File: config.mk
export PLATFORM = sky130hd
export DESIGN_NAME = joystick_ema_deadband_quantizer_flat
export DESIGN_NICKNAME = d
export VERILOG_FILES = /design/src/jedq_pkg.sv /design/src/jedq_if.sv /design/src/joystick_ema_deadband_quantizer.sv /design/src/jedq_ema_lane.sv /design/src/jedq_quant.sv /design/src/jedq_knob_scale.sv /design/src/flat_wrapper.sv
export SDC_FILE = /design/constraint.sdc
export NUM_CORES = 1
export LEC_CHECK = 0
export BUFFER_PORTS_ARGS = -buffer_cell sky130_fd_sc_hd__buf_2
export CAP_MARGIN = 40
export CORE_MARGIN = 1
export CORE_UTILIZATION = 30
export DETAILED_ROUTE_END_ITERATION = 10
export MAX_ROUTING_LAYER = met4
export PLACE_DENSITY_LB_ADDON = 0.1
export SETUP_SLACK_MARGIN = 0.02
export SLEW_MARGIN = 20
export SYNTH_ARGS = -nofsm -noshare
export SYNTH_HDL_FRONTEND = slang
export SYNTH_SLANG_ARGS = --single-unit
export TNS_END_PERCENT = 1
File: constraint.sdc
create_clock -name clk_i -period 7.7 [get_ports clk_i]
set_input_delay 2.31 -clock clk_i [delete_from_list [all_inputs] [get_ports clk_i]]
set_output_delay 2.31 -clock clk_i [all_outputs]
set_load 0.1 [all_outputs]
File: src/jedq_pkg.sv
// ----------------------------------------------------------------------------
// jedq_pkg: shared types and constants
// Register codes, quantizer command values, reset values of the setup
// registers and the reciprocal used to divide the scaled knob value by 67.
// ----------------------------------------------------------------------------
package jedq_pkg;

  localparam int unsigned RAW_W = 16;
  localparam int unsigned CFG_IDX_W = 3;
  localparam int unsigned CFG_DATA_W = 12;
  localparam int unsigned CMD_W = 5;
  localparam int unsigned POS_W = 16;
  localparam int unsigned CENTER_W = 10;
  localparam int unsigned TOL_W = 9;
  localparam int unsigned SHIFT_W = 3;
  localparam int unsigned STEP_W = 12;

  typedef enum logic [CFG_IDX_W-1:0] {
    REG_CENTER = 3'd0,
    REG_TOL    = 3'd1,
    REG_SSHIFT = 3'd2,
    REG_KSHIFT = 3'd3,
    REG_KSTEP  = 3'd4
  } cfg_reg_e;

  localparam logic [CENTER_W-1:0] CENTER_RST = 10'd512;
  localparam logic [TOL_W-1:0] TOL_RST = 9'd64;
  localparam logic [SHIFT_W-1:0] SHIFT_RST = 3'd2;
  localparam logic [STEP_W-1:0] STEP_RST = 12'd1;

  localparam logic signed [CMD_W-1:0] CMD_POS_FULL = 5'sd10;
  localparam logic signed [CMD_W-1:0] CMD_POS_HALF = 5'sd8;
  localparam logic signed [CMD_W-1:0] CMD_ZERO = 5'sd0;
  localparam logic signed [CMD_W-1:0] CMD_NEG_FULL = -5'sd10;
  localparam logic signed [CMD_W-1:0] CMD_NEG_X = -5'sd7;
  localparam logic signed [CMD_W-1:0] CMD_NEG_Y = -5'sd8;

  // floor(p / 67) == (p * KNOB_RECIP) >> RECIP_SHIFT for every p below 2^26.
  localparam int unsigned RECIP_SHIFT = 36;
  localparam int unsigned RECIP_W = 30;
  localparam logic [RECIP_W-1:0] KNOB_RECIP = 30'd1025663832;

  typedef struct packed {
    logic               upd;
    logic               load;
    logic [SHIFT_W-1:0] shift;
  } lane_ctrl_t;

  typedef struct packed {
    logic [CENTER_W-1:0] center;
    logic [TOL_W-1:0]    tol;
  } quant_cfg_t;

endpackage

File: src/jedq_if.sv
// ----------------------------------------------------------------------------
// jedq_if: request channels of the joystick smoother
// One channel carries the three ADC reads, the other the three results.
// ----------------------------------------------------------------------------
interface jedq_in_if;
  logic        valid;
  logic        ready;
  logic [15:0] stick_x_raw;
  logic [15:0] stick_y_raw;
  logic [15:0] knob_raw;

  modport source (output valid, output stick_x_raw, output stick_y_raw,
                  output knob_raw, input ready);
  modport sink (input valid, input stick_x_raw, input stick_y_raw,
                input knob_raw, output ready);
endinterface

interface jedq_out_if;
  logic               valid;
  logic               ready;
  logic signed [4:0]  x_command;
  logic signed [4:0]  y_command;
  logic        [15:0] knob_position;

  modport source (output valid, output x_command, output y_command,
                  output knob_position, input ready);
  modport sink (input valid, input x_command, input y_command,
                input knob_position, output ready);
endinterface

File: src/joystick_ema_deadband_quantizer.sv
// ----------------------------------------------------------------------------
// joystick_ema_deadband_quantizer: smoothed joystick and knob front end
// Three averaging lanes (X, Y, knob) feed a deadband quantizer and a knob
// scaler; the results merge into one output register.
//
//   Channel   Dir  Carries
//   sample_i  in   stick_x_raw, stick_y_raw, knob_raw (16 bit ADC reads)
//   result_o  out  x_command, y_command (5 bit signed), knob_position (16 bit)
//   cfg_*_i   in   setup register writes, index 0..4, no read-back
//
// One request is taken per cycle while sample_i.ready is high; its result
// passes the average register, the quantizer and product register and the
// output register before it is valid.
// The knob path holds one multiplier before the product register and one after it.
// Reset clears the averages, the first-request flag and all stage valid bits;
// setup registers return to their defaults. Each stage holds while the next is
// full, so requests keep flowing into empty stages while a result waits.
// ----------------------------------------------------------------------------
module joystick_ema_deadband_quantizer #(
  parameter int unsigned SAMPLE_BITS = 10
) (
  input  logic                              clk_i,
  input  logic                              rst_ni,
  jedq_in_if.sink                           sample_i,
  jedq_out_if.source                        result_o,
  input  logic                              cfg_we_i,
  input  logic [jedq_pkg::CFG_IDX_W-1:0]    cfg_idx_i,
  input  logic [jedq_pkg::CFG_DATA_W-1:0]   cfg_data_i
);
  import jedq_pkg::*;

  localparam int unsigned SB = SAMPLE_BITS;
  localparam int unsigned RAW_SHIFT = RAW_W - SB;

  // Setup registers.
  logic [CENTER_W-1:0] center_q;
  logic [TOL_W-1:0]    tol_q;
  logic [SHIFT_W-1:0]  sshift_q, kshift_q;
  logic [STEP_W-1:0]   kstep_q;

  always_ff @(posedge clk_i or negedge rst_ni) begin
    if (!rst_ni) begin
      center_q <= CENTER_RST;
      tol_q    <= TOL_RST;
      sshift_q <= SHIFT_RST;
      kshift_q <= SHIFT_RST;
      kstep_q  <= STEP_RST;
    end else if (cfg_we_i) begin
      unique case (cfg_idx_i)
        REG_CENTER: center_q <= cfg_data_i[CENTER_W-1:0];
        REG_TOL:    tol_q    <= cfg_data_i[TOL_W-1:0];
        REG_SSHIFT: sshift_q <= cfg_data_i[SHIFT_W-1:0];
        REG_KSHIFT: kshift_q <= cfg_data_i[SHIFT_W-1:0];
        REG_KSTEP:  kstep_q  <= cfg_data_i[STEP_W-1:0];
        default: ;
      endcase
    end
  end

  // Pipeline flow control.
  logic vld1_q, vld2_q, vld3_q;
  logic rdy1, rdy2, rdy3;
  logic acc;
  logic primed_q;

  assign rdy3 = !vld3_q || result_o.ready;
  assign rdy2 = !vld2_q || rdy3;
  assign rdy1 = !vld1_q || rdy2;
  assign acc  = sample_i.valid && rdy1;
  assign sample_i.ready = rdy1;

  always_ff @(posedge clk_i or negedge rst_ni) begin
    if (!rst_ni) begin
      vld1_q   <= 1'b0;
      vld2_q   <= 1'b0;
      vld3_q   <= 1'b0;
      primed_q <= 1'b0;
    end else begin
      if (rdy1) vld1_q <= acc;
      if (rdy2) vld2_q <= vld1_q;
      if (rdy3) vld3_q <= vld2_q;
      if (acc)  primed_q <= 1'b1;
    end
  end

  // Averaging lanes. The lane registers double as the first pipeline stage:
  // they only change on acceptance, which needs the stage to be free.
  lane_ctrl_t    stick_ctrl, knob_ctrl;
  logic [SB-1:0] sx, sy, sk;
  logic [SB-1:0] x_avg, y_avg, k_avg;

  assign sx = SB'(sample_i.stick_x_raw >> RAW_SHIFT);
  assign sy = SB'(sample_i.stick_y_raw >> RAW_SHIFT);
  assign sk = SB'(sample_i.knob_raw >> RAW_SHIFT);

  always_comb begin
    stick_ctrl.upd   = acc;
    stick_ctrl.load  = !primed_q;
    stick_ctrl.shift = sshift_q;
    knob_ctrl.upd    = acc;
    knob_ctrl.load   = !primed_q;
    knob_ctrl.shift  = kshift_q;
  end

  jedq_ema_lane #(.SB(SB)) u_lane_x (
    .clk_i, .rst_ni, .ctrl_i(stick_ctrl), .sample_i(sx), .avg_o(x_avg)
  );
  jedq_ema_lane #(.SB(SB)) u_lane_y (
    .clk_i, .rst_ni, .ctrl_i(stick_ctrl), .sample_i(sy), .avg_o(y_avg)
  );
  jedq_ema_lane #(.SB(SB)) u_lane_k (
    .clk_i, .rst_ni, .ctrl_i(knob_ctrl), .sample_i(sk), .avg_o(k_avg)
  );

  // Second stage: quantize the sticks, multiply the knob.
  quant_cfg_t               qcfg;
  logic signed [CMD_W-1:0]  xq, yq;
  logic signed [CMD_W-1:0]  x_cmd2_q, y_cmd2_q;
  logic [POS_W-1:0]         kpos;

  assign qcfg.center = center_q;
  assign qcfg.tol    = tol_q;

  jedq_quant #(.SB(SB)) u_quant_x (
    .cfg_i(qcfg), .value_i(x_avg), .low_band_i(CMD_NEG_X), .cmd_o(xq)
  );
  jedq_quant #(.SB(SB)) u_quant_y (
    .cfg_i(qcfg), .value_i(y_avg), .low_band_i(CMD_NEG_Y), .cmd_o(yq)
  );

  jedq_knob_scale #(.SB(SB)) u_knob (
    .clk_i, .en_i(rdy2), .avg_i(k_avg), .step_i(kstep_q), .pos_o(kpos)
  );

  always_ff @(posedge clk_i) begin
    if (rdy2) begin
      x_cmd2_q <= xq;
      y_cmd2_q <= yq;
    end
  end

  // Merge stage: output register.
  logic signed [CMD_W-1:0] x_cmd3_q, y_cmd3_q;
  logic [POS_W-1:0]        kpos3_q;

  always_ff @(posedge clk_i) begin
    if (rdy3) begin
      x_cmd3_q <= x_cmd2_q;
      y_cmd3_q <= y_cmd2_q;
      kpos3_q  <= kpos;
    end
  end

  assign result_o.valid         = vld3_q;
  assign result_o.x_command     = x_cmd3_q;
  assign result_o.y_command     = y_cmd3_q;
  assign result_o.knob_position = kpos3_q;

`ifndef SYNTHESIS
  // Nothing can be in flight before the first request was taken.
  a_no_flight_unprimed: assert property (@(posedge clk_i) disable iff (!rst_ni)
    !primed_q |-> !(vld1_q || vld2_q || vld3_q))
    else $error("stage valid while block never primed");

  // Input is only refused when every stage is occupied.
  a_stall_full: assert property (@(posedge clk_i) disable iff (!rst_ni)
    !sample_i.ready |-> (vld1_q && vld2_q && vld3_q))
    else $error("input stalled with a free stage");

  // An accepted request reaches the first stage on the next edge.
  a_accept_stage1: assert property (@(posedge clk_i) disable iff (!rst_ni)
    acc |=> (vld1_q && primed_q))
    else $error("accepted request not in first stage");

  // X commands stay on the legal levels.
  a_x_levels: assert property (@(posedge clk_i) disable iff (!rst_ni)
    vld3_q |-> (x_cmd3_q == CMD_POS_FULL || x_cmd3_q == CMD_POS_HALF ||
                x_cmd3_q == CMD_ZERO || x_cmd3_q == CMD_NEG_X ||
                x_cmd3_q == CMD_NEG_FULL))
    else $error("illegal x command level");

  // Y commands stay on the legal levels.
  a_y_levels: assert property (@(posedge clk_i) disable iff (!rst_ni)
    vld3_q |-> (y_cmd3_q == CMD_POS_FULL || y_cmd3_q == CMD_POS_HALF ||
                y_cmd3_q == CMD_ZERO || y_cmd3_q == CMD_NEG_Y ||
                y_cmd3_q == CMD_NEG_FULL))
    else $error("illegal y command level");
`endif

endmodule

File: src/jedq_ema_lane.sv
// ----------------------------------------------------------------------------
// jedq_ema_lane: one smoothing lane
// Holds one running average and updates it with a shift-only moving average,
// or loads the sample directly on the first request after reset.
// ----------------------------------------------------------------------------
module jedq_ema_lane #(
  parameter int unsigned SB = 10
) (
  input  logic                clk_i,
  input  logic                rst_ni,
  input  jedq_pkg::lane_ctrl_t ctrl_i,
  input  logic [SB-1:0]       sample_i,
  output logic [SB-1:0]       avg_o
);
  import jedq_pkg::*;

  localparam int unsigned EW = SB + 8;

  logic [SB-1:0] avg_q, avg_d;
  logic [EW-1:0] scaled;
  logic [EW-1:0] kept;
  logic [SB-1:0] part;

  // avg * (2^a - 1) is formed as (avg << a) - avg.
  always_comb begin
    scaled = (EW'(avg_q) << ctrl_i.shift) - EW'(avg_q);
    kept   = scaled >> ctrl_i.shift;
    part   = sample_i >> ctrl_i.shift;
    avg_d  = ctrl_i.load ? sample_i : (part + kept[SB-1:0]);
  end

  always_ff @(posedge clk_i or negedge rst_ni) begin
    if (!rst_ni) begin
      avg_q <= '0;
    end else if (ctrl_i.upd) begin
      avg_q <= avg_d;
    end
  end

  assign avg_o = avg_q;

endmodule

File: src/jedq_quant.sv
// ----------------------------------------------------------------------------
// jedq_quant: asymmetric deadband quantizer
// Maps a smoothed stick value onto five command levels around the center.
// ----------------------------------------------------------------------------
module jedq_quant #(
  parameter int unsigned SB = 10
) (
  input  jedq_pkg::quant_cfg_t         cfg_i,
  input  logic [SB-1:0]                value_i,
  input  logic signed [jedq_pkg::CMD_W-1:0] low_band_i,
  output logic signed [jedq_pkg::CMD_W-1:0] cmd_o
);
  import jedq_pkg::*;

  localparam int unsigned QW = ((SB > CENTER_W) ? SB : CENTER_W) + 3;

  logic signed [QW-1:0] v, m, t;
  logic signed [QW-1:0] hi1, hi2, lo1, lo3;

  always_comb begin
    v   = signed'(QW'(value_i));
    m   = signed'(QW'(cfg_i.center));
    t   = signed'(QW'(cfg_i.tol));
    hi1 = m + t;
    hi2 = hi1 + t;
    lo1 = m - t;
    lo3 = lo1 - t - t;
    if (v < hi1 && v > lo1) begin
      cmd_o = CMD_ZERO;
    end else if (v >= hi2) begin
      cmd_o = CMD_POS_FULL;
    end else if (v >= hi1) begin
      cmd_o = CMD_POS_HALF;
    end else if (v <= lo3) begin
      cmd_o = CMD_NEG_FULL;
    end else if (v <= lo1) begin
      cmd_o = low_band_i;
    end else begin
      cmd_o = CMD_ZERO;
    end
  end

endmodule

File: src/jedq_knob_scale.sv
// ----------------------------------------------------------------------------
// jedq_knob_scale: knob scaling and division by 67
// Registers the product of the knob average and the step, then divides it by
// 67 through a reciprocal multiply, keeping the low 16 bits.
// ----------------------------------------------------------------------------
module jedq_knob_scale #(
  parameter int unsigned SB = 10
) (
  input  logic                          clk_i,
  input  logic                          en_i,
  input  logic [SB-1:0]                 avg_i,
  input  logic [jedq_pkg::STEP_W-1:0]   step_i,
  output logic [jedq_pkg::POS_W-1:0]    pos_o
);
  import jedq_pkg::*;

  localparam int unsigned PW = SB + STEP_W;
  localparam int unsigned FW = (PW + RECIP_W > RECIP_SHIFT + POS_W) ?
                               PW + RECIP_W : RECIP_SHIFT + POS_W;

  logic [PW-1:0] prod_q;
  logic [FW-1:0] full;

  always_ff @(posedge clk_i) begin
    if (en_i) begin
      prod_q <= PW'(avg_i) * PW'(step_i);
    end
  end

  always_comb begin
    full  = FW'(prod_q) * FW'(KNOB_RECIP);
    pos_o = full[RECIP_SHIFT +: POS_W];
  end

endmodule
File: src/flat_wrapper.sv
// flat-port wrapper written by rule: the top's interface ports become plain ports
module joystick_ema_deadband_quantizer_flat import jedq_pkg::*;
#(
  parameter int unsigned SAMPLE_BITS = 10
)
  (clk_i, rst_ni, cfg_we_i, cfg_idx_i, cfg_data_i, sample_i_valid, sample_i_stick_x_raw, sample_i_stick_y_raw, sample_i_knob_raw, sample_i_ready, result_o_valid, result_o_x_command, result_o_y_command, result_o_knob_position, result_o_ready);
  jedq_in_if sample_i_i ();
  jedq_out_if result_o_i ();
  input  logic clk_i;
  input  logic rst_ni;
  input  logic cfg_we_i;
  input  logic [jedq_pkg::CFG_IDX_W-1:0] cfg_idx_i;
  input  logic [jedq_pkg::CFG_DATA_W-1:0] cfg_data_i;
  input wire logic [$bits(sample_i_i.valid)-1:0] sample_i_valid;
  input wire logic [$bits(sample_i_i.stick_x_raw)-1:0] sample_i_stick_x_raw;
  input wire logic [$bits(sample_i_i.stick_y_raw)-1:0] sample_i_stick_y_raw;
  input wire logic [$bits(sample_i_i.knob_raw)-1:0] sample_i_knob_raw;
  output wire logic [$bits(sample_i_i.ready)-1:0] sample_i_ready;
  output wire logic [$bits(result_o_i.valid)-1:0] result_o_valid;
  output wire logic [$bits(result_o_i.x_command)-1:0] result_o_x_command;
  output wire logic [$bits(result_o_i.y_command)-1:0] result_o_y_command;
  output wire logic [$bits(result_o_i.knob_position)-1:0] result_o_knob_position;
  input wire logic [$bits(result_o_i.ready)-1:0] result_o_ready;
  assign sample_i_i.valid = sample_i_valid;
  assign sample_i_i.stick_x_raw = sample_i_stick_x_raw;
  assign sample_i_i.stick_y_raw = sample_i_stick_y_raw;
  assign sample_i_i.knob_raw = sample_i_knob_raw;
  assign sample_i_ready = sample_i_i.ready;
  assign result_o_valid = result_o_i.valid;
  assign result_o_x_command = result_o_i.x_command;
  assign result_o_y_command = result_o_i.y_command;
  assign result_o_knob_position = result_o_i.knob_position;
  assign result_o_i.ready = result_o_ready;
  joystick_ema_deadband_quantizer #(.SAMPLE_BITS(SAMPLE_BITS)) u_core (.clk_i(clk_i), .rst_ni(rst_ni), .sample_i(sample_i_i), .result_o(result_o_i), .cfg_we_i(cfg_we_i), .cfg_idx_i(cfg_idx_i), .cfg_data_i(cfg_data_i));
endmodule
==> report_table.html <==
<table>
<tr><th>Metric</th><th>Value</th></tr>
<tr><th colspan="2">Synth</th></tr>
<tr><td>Multiplexer fraction of the synthesized cell area</td><td>6.60%</td></tr>
<tr><td>Ranking of synthesized cells by area</td><td>sky130_fd_sc_hd__ha_1, sky130_fd_sc_hd__fa_1, sky130_fd_sc_hd__inv_1, sky130_fd_sc_hd__edfxtp_1, sky130_fd_sc_hd__dfrtp_1</td></tr>
<tr><td>Area share of the largest cell type after synthesis</td><td>22.4%</td></tr>
<tr><td>Netlist Area Pre-Place</td><td>0.0272 sq mm</td></tr>
<tr><td>Proportion of synthesized flip-flops having asynchronous set or reset</td><td>55.9%</td></tr>
<tr><td>XOR/XNOR Fraction of Synth Area</td><td>3.67%</td></tr>
<tr><td>Simple-gate share of the synthesized area</td><td>12.3%</td></tr>
<tr><td>Most frequently used cell type in the post-synthesis netlist</td><td>sky130_fd_sc_hd__inv_1</td></tr>
<tr><td>Complex-gate fraction of the synthesized area</td><td>13.1%</td></tr>
<tr><td>Post-Synthesis Cells</td><td>3058</td></tr>
<tr><td>Warnings from Yosys</td><td>0</td></tr>
<tr><td>Cell types with the highest counts after synthesis</td><td>sky130_fd_sc_hd__inv_1, sky130_fd_sc_hd__ha_1, sky130_fd_sc_hd__fa_1</td></tr>
<tr><td>Largest family of logic cells by synthesized area</td><td>adder cells</td></tr>
<tr><td>Count of unique library cells instantiated by Yosys</td><td>85</td></tr>
<tr><td>Post-synthesis average cell area</td><td>8.91 sq um</td></tr>
<tr><td>Number of flip-flops and latches in the synthesized netlist</td><td>127</td></tr>
<tr><td>Part of the Yosys area used for sequential elements</td><td>12.7%</td></tr>
<tr><td>Largest area contributor in the netlist</td><td>sky130_fd_sc_hd__ha_1</td></tr>
<tr><td>Number of enable-type register cells in the synthesized netlist</td><td>56</td></tr>
<tr><td>Nets in the synthesized netlist</td><td>3895</td></tr>
<tr><td>Prevailing post-synth register cell</td><td>sky130_fd_sc_hd__dfrtp_1</td></tr>
<tr><td>Post-synthesis adder-cell area fraction</td><td>43.1%</td></tr>
<tr><th colspan="2">Cells and area</th></tr>
<tr><td>Core occupancy in the finished layout</td><td>33.0%</td></tr>
<tr><td>Final non-filler cell total</td><td>4290</td></tr>
<tr><td>Nets</td><td>3934</td></tr>
<tr><td>Fill count</td><td>9594</td></tr>
<tr><td>Multi-input gate area</td><td>0.0215 sq mm</td></tr>
<tr><td>Share of final-layout standard cells stronger than drive strength 1</td><td>7.88%</td></tr>
<tr><td>Area overhead of the layout relative to synthesis</td><td>9.00%</td></tr>
<tr><td>Reg area</td><td>0.00347 sq mm</td></tr>
<tr><th colspan="2">STA</th></tr>
<tr><td>RSZ-0062 raised after global routing</td><td>false</td></tr>
<tr><td>Final Hold Vio Count</td><td>0</td></tr>
<tr><td>Max Clock Skew</td><td>16.2 ps</td></tr>
<tr><td>Tmin final</td><td>7160 ps</td></tr>
<tr><td>Maximum frequency from static timing analysis</td><td>140 MHz</td></tr>
<tr><td>Number of pins exceeding their max-slew limit in the final report</td><td>0</td></tr>
<tr><td>Aggregate negative setup slack</td><td>0 ps</td></tr>
<tr><td>Period Utilization, post-route</td><td>93.0%</td></tr>
<tr><td>Slew of the pin with the lowest slew margin</td><td>782 ps</td></tr>
<tr><td>Relative slew slack</td><td>47.9%</td></tr>
<tr><td>Total of endpoints with negative setup slack in the final report</td><td>0</td></tr>
<tr><th colspan="2">Routing</th></tr>
<tr><td>DRC</td><td>0</td></tr>
<tr><td>Router iterations before antenna repair</td><td>5</td></tr>
<tr><td>Via count of the routed design</td><td>20900</td></tr>
<tr><td>Final antenna-violating net count</td><td>0</td></tr>
<tr><td>First-iteration detailed-routing DRC count</td><td>923</td></tr>
<tr><td>Final WL</td><td>78100 um</td></tr>
<tr><td>Number of vias per cell</td><td>4.87</td></tr>
<tr><td>Wirelength per Cell</td><td>18.2 um</td></tr>
<tr><th colspan="2">CTS</th></tr>
<tr><td>Clock-pin slew on the worst setup and hold paths</td><td>60 ps</td></tr>
<tr><td>Clock buffers created by TritonCTS</td><td>17</td></tr>
<tr><td>Hold-fix buffer count after cts</td><td>0</td></tr>
<tr><td>Clock sink total</td><td>127</td></tr>
<tr><td>Root Buffer Master</td><td>sky130_fd_sc_hd__clkbuf_16</td></tr>
<tr><td>Post CTS Setup Buffer Count</td><td>0</td></tr>
<tr><td>Longest Clk Path Bufs</td><td>2</td></tr>
<tr><td>Latest clock arrival within the worst-skew pair</td><td>470 ps</td></tr>
<tr><td>CTS HTree Levels</td><td>4</td></tr>
<tr><td>CTS tree</td><td>yes</td></tr>
<tr><td>Total of cells resized after clock tree synthesis</td><td>0</td></tr>
<tr><th colspan="2">Placed design</th></tr>
<tr><td>Port buffer count</td><td>76</td></tr>
<tr><td>Placed cell count</td><td>4253</td></tr>
<tr><td>Routability-driven placement congestion ratio</td><td>0.857</td></tr>
<tr><td>Half-perimeter wire length of the detailed placement result</td><td>65900 um</td></tr>
<tr><th colspan="2">Status</th></tr>
<tr><td>Result of the run</td><td>finished clean</td></tr>
<tr><th colspan="2">Global routing</th></tr>
<tr><td>GR met1 Demand/Resource</td><td>25.2%</td></tr>
<tr><td>Maximum number of pins on one net before global-route repair</td><td>52</td></tr>
<tr><td>Busiest layer in global routing</td><td>met2</td></tr>
<tr><td>GRT Resource Usage Total</td><td>18.1%</td></tr>
<tr><td>Met3 Resource Use GR</td><td>1.72%</td></tr>
<tr><td>Via count of the first global-routing pass</td><td>21800</td></tr>
<tr><td>Overflow left after global routing</td><td>0</td></tr>
<tr><td>Antenna violations before repair</td><td>7</td></tr>
<tr><td>First-pass GRT wire length</td><td>124000 um</td></tr>
<tr><td>GR Layer Usage met2</td><td>28.6%</td></tr>
<tr><th colspan="2">Worst setup path</th></tr>
<tr><td>Total buffers and inverters traversed by the critical path</td><td>3</td></tr>
<tr><td>Crit-path max FO</td><td>3</td></tr>
<tr><td>Slowest cell delay on critical path</td><td>650 ps</td></tr>
<tr><td>Critical path class</td><td>flop to flop</td></tr>
<tr><td>Arrival time reported for the critical path endpoint</td><td>7370 ps</td></tr>
<tr><td>Largest delay contributor family on the critical path</td><td>adder cells</td></tr>
<tr><td>Launching point of the worst reg2reg path</td><td>u_core.u_knob.prod_q[4]</td></tr>
<tr><td>Internal reg-to-reg setup slack</td><td>540 ps</td></tr>
<tr><td>Count of cells along the worst register-to-register path</td><td>21</td></tr>
<tr><td>Critical Path Source Type</td><td>flop</td></tr>
<tr><td>Master of the slowest instance on the critical path</td><td>sky130_fd_sc_hd__fa_1</td></tr>
<tr><td>Required time reported for the critical path endpoint</td><td>7910 ps</td></tr>
<tr><td>Top cell by count, worst path</td><td>sky130_fd_sc_hd__fa_1</td></tr>
<tr><td>Worst Setup End Kind</td><td>flop</td></tr>
<tr><td>Cell Chain, Critical Path</td><td>fa_1 -&gt; ha_1 -&gt; fa_1 -&gt; fa_1 -&gt; fa_1 -&gt; fa_1 -&gt; inv_1 -&gt; fa_1 -&gt; inv_1 -&gt; ha_1 -&gt; a21oi_1 -&gt; o21ai_0 -&gt; a2111oi_0 -&gt; o2111ai_1 -&gt; buf_4 -&gt; a31oi_1 -&gt; nor3_1 -&gt; a221oi_1 -&gt; nor2b_1 -&gt; nor2_1 -&gt; xnor2_1</td></tr>
<tr><td>Reg-to-Reg End</td><td>u_core.result_o.knob_position[12]</td></tr>
<tr><th colspan="2">Floorplanning</th></tr>
<tr><td>I/O pin cnt</td><td>96</td></tr>
<tr><td>Die Outline Area</td><td>0.0920 sq mm</td></tr>
<tr><td>DIE WIDTH</td><td>303 um</td></tr>
<tr><td>Core outline area</td><td>0.0900 sq mm</td></tr>
<tr><td>Vert. Die Dim</td><td>303 um</td></tr>
<tr><td>Number of placement rows</td><td>110</td></tr>
<tr><td>Effective utilization at floorplan</td><td>30.3%</td></tr>
<tr><th colspan="2">Min path</th></tr>
<tr><td>Number of cells on the worst hold path</td><td>0</td></tr>
<tr><td>Hold/Removal Path Class</td><td>flop to flop</td></tr>
<tr><td>Worst-case hold path end point</td><td>u_core.result_o.x_command[3]</td></tr>
<tr><td>Critical hold path startpoint</td><td>u_core.x_cmd2_q[3]</td></tr>
<tr><th colspan="2">Job</th></tr>
<tr><td>Max-capacitance violation count</td><td>0</td></tr>
</table>
logic make-up after synthesis:
kind of cell	count (synthesis)
AOI/OAI and AO/OA	565
xor gates and xnor gates	114
adders and majority gates	769
buffers and inverters	612
DFF	127
muxes	157
other	1
and+or+nand+nor	713
routing by layer:
metal | vias to the layer above | share of wire (%)
met5 | - | 0
met4 | 0 | 1.1
met3 | 51 | 2.9
met2 | 320 | 45
met1 | 10200 | 51
li1 | 10400 | -
cells in the final DEF (no fill, tap or decap), types with 26 or more instances in the layout:
cell                       instances
sky130_fd_sc_hd__buf_2            75
sky130_fd_sc_hd__mux2_2           55
sky130_fd_sc_hd__inv_1           503
sky130_fd_sc_hd__xnor2_1          78
sky130_fd_sc_hd__a21o_1           43
sky130_fd_sc_hd__o21a_1           41
sky130_fd_sc_hd__a211oi_1         26
sky130_fd_sc_hd__mux2i_1          88
sky130_fd_sc_hd__nor2b_1          38
sky130_fd_sc_hd__buf_4            46
sky130_fd_sc_hd__a21oi_1         152
sky130_fd_sc_hd__o21ai_0         154
sky130_fd_sc_hd__ha_1            487
sky130_fd_sc_hd__nor3_1           36
sky130_fd_sc_hd__edfxtp_1         56
sky130_fd_sc_hd__dfrtp_1          64
sky130_fd_sc_hd__nand3_1          40
sky130_fd_sc_hd__nand2_1         234
sky130_fd_sc_hd__nor2_1          189
sky130_fd_sc_hd__and2_1           72
sky130_fd_sc_hd__nand2b_1         36
sky130_fd_sc_hd__fa_1            282
sky130_fd_sc_hd__xor2_1           36
sequential cells by signal, summed over array words and instances, names as in the netlist:
name / count
u_core.u_lane_y.avg_o: 10
u_core.kstep_q: 12
u_core.result_o.valid: 1
u_core.kshift_q: 3
u_core.tol_q: 9
u_core.result_o.y_command: 4
u_core.primed_q: 1
u_core.vld1_q: 1
u_core.u_lane_k.avg_o: 10
u_core.u_lane_x.avg_o: 10
u_core.result_o.x_command: 5
u_core.vld2_q: 1
u_core.center_q: 10
u_core.y_cmd2_q: 4
u_core.result_o.knob_position: 16
u_core.sshift_q: 3
u_core.x_cmd2_q: 5
u_core.u_knob.prod_q: 22
per-stage QoR:
step	setup WS [ps]	hold slack, ps	cell area, sq um
floorplan	1330	400	27200
global placement	366	405	29000
detailed placement	333	406	29100
CTS	310	420	29700
global route	116	424	29700
finish	539	421	29700
layout make-up:
| type | count | area share [%] |
|---|---|---|
| multi-input combinational | 2319 | 72.3 |
| sequential | 127 | 11.7 |
| inverter | 507 | 6.41 |
| tap | 1176 | 4.96 |
| timing repair buffer | 125 | 2.65 |
| clock buffer | 17 | 1.43 |
| clock inverter | 15 | 0.531 |
| antenna | 4 | 0.0337 |
how the worst max path moves through the flow:
stage	endpoint	slack, ps	startpoint	depth (start not counted)
finish	u_core.result_o.knob_position[12]	540	u_core.u_knob.prod_q[4]	21
global route	u_core.result_o.knob_position[9]	120	u_core.u_knob.prod_q[4]	22
CTS	u_core.result_o.knob_position[12]	310	u_core.u_knob.prod_q[5]	21
detailed placement	u_core.result_o.knob_position[12]	330	u_core.u_knob.prod_q[5]	21
global placement	u_core.result_o.knob_position[9]	370	u_core.u_knob.prod_q[4]	22
floorplan	u_core.u_lane_x.avg_o[9]	1330	u_core.sshift_q[0]	30
Power is left out: the tool's default activity adds up to more than one toggle a clock period on the data nets, which glitch-free logic cannot reach.
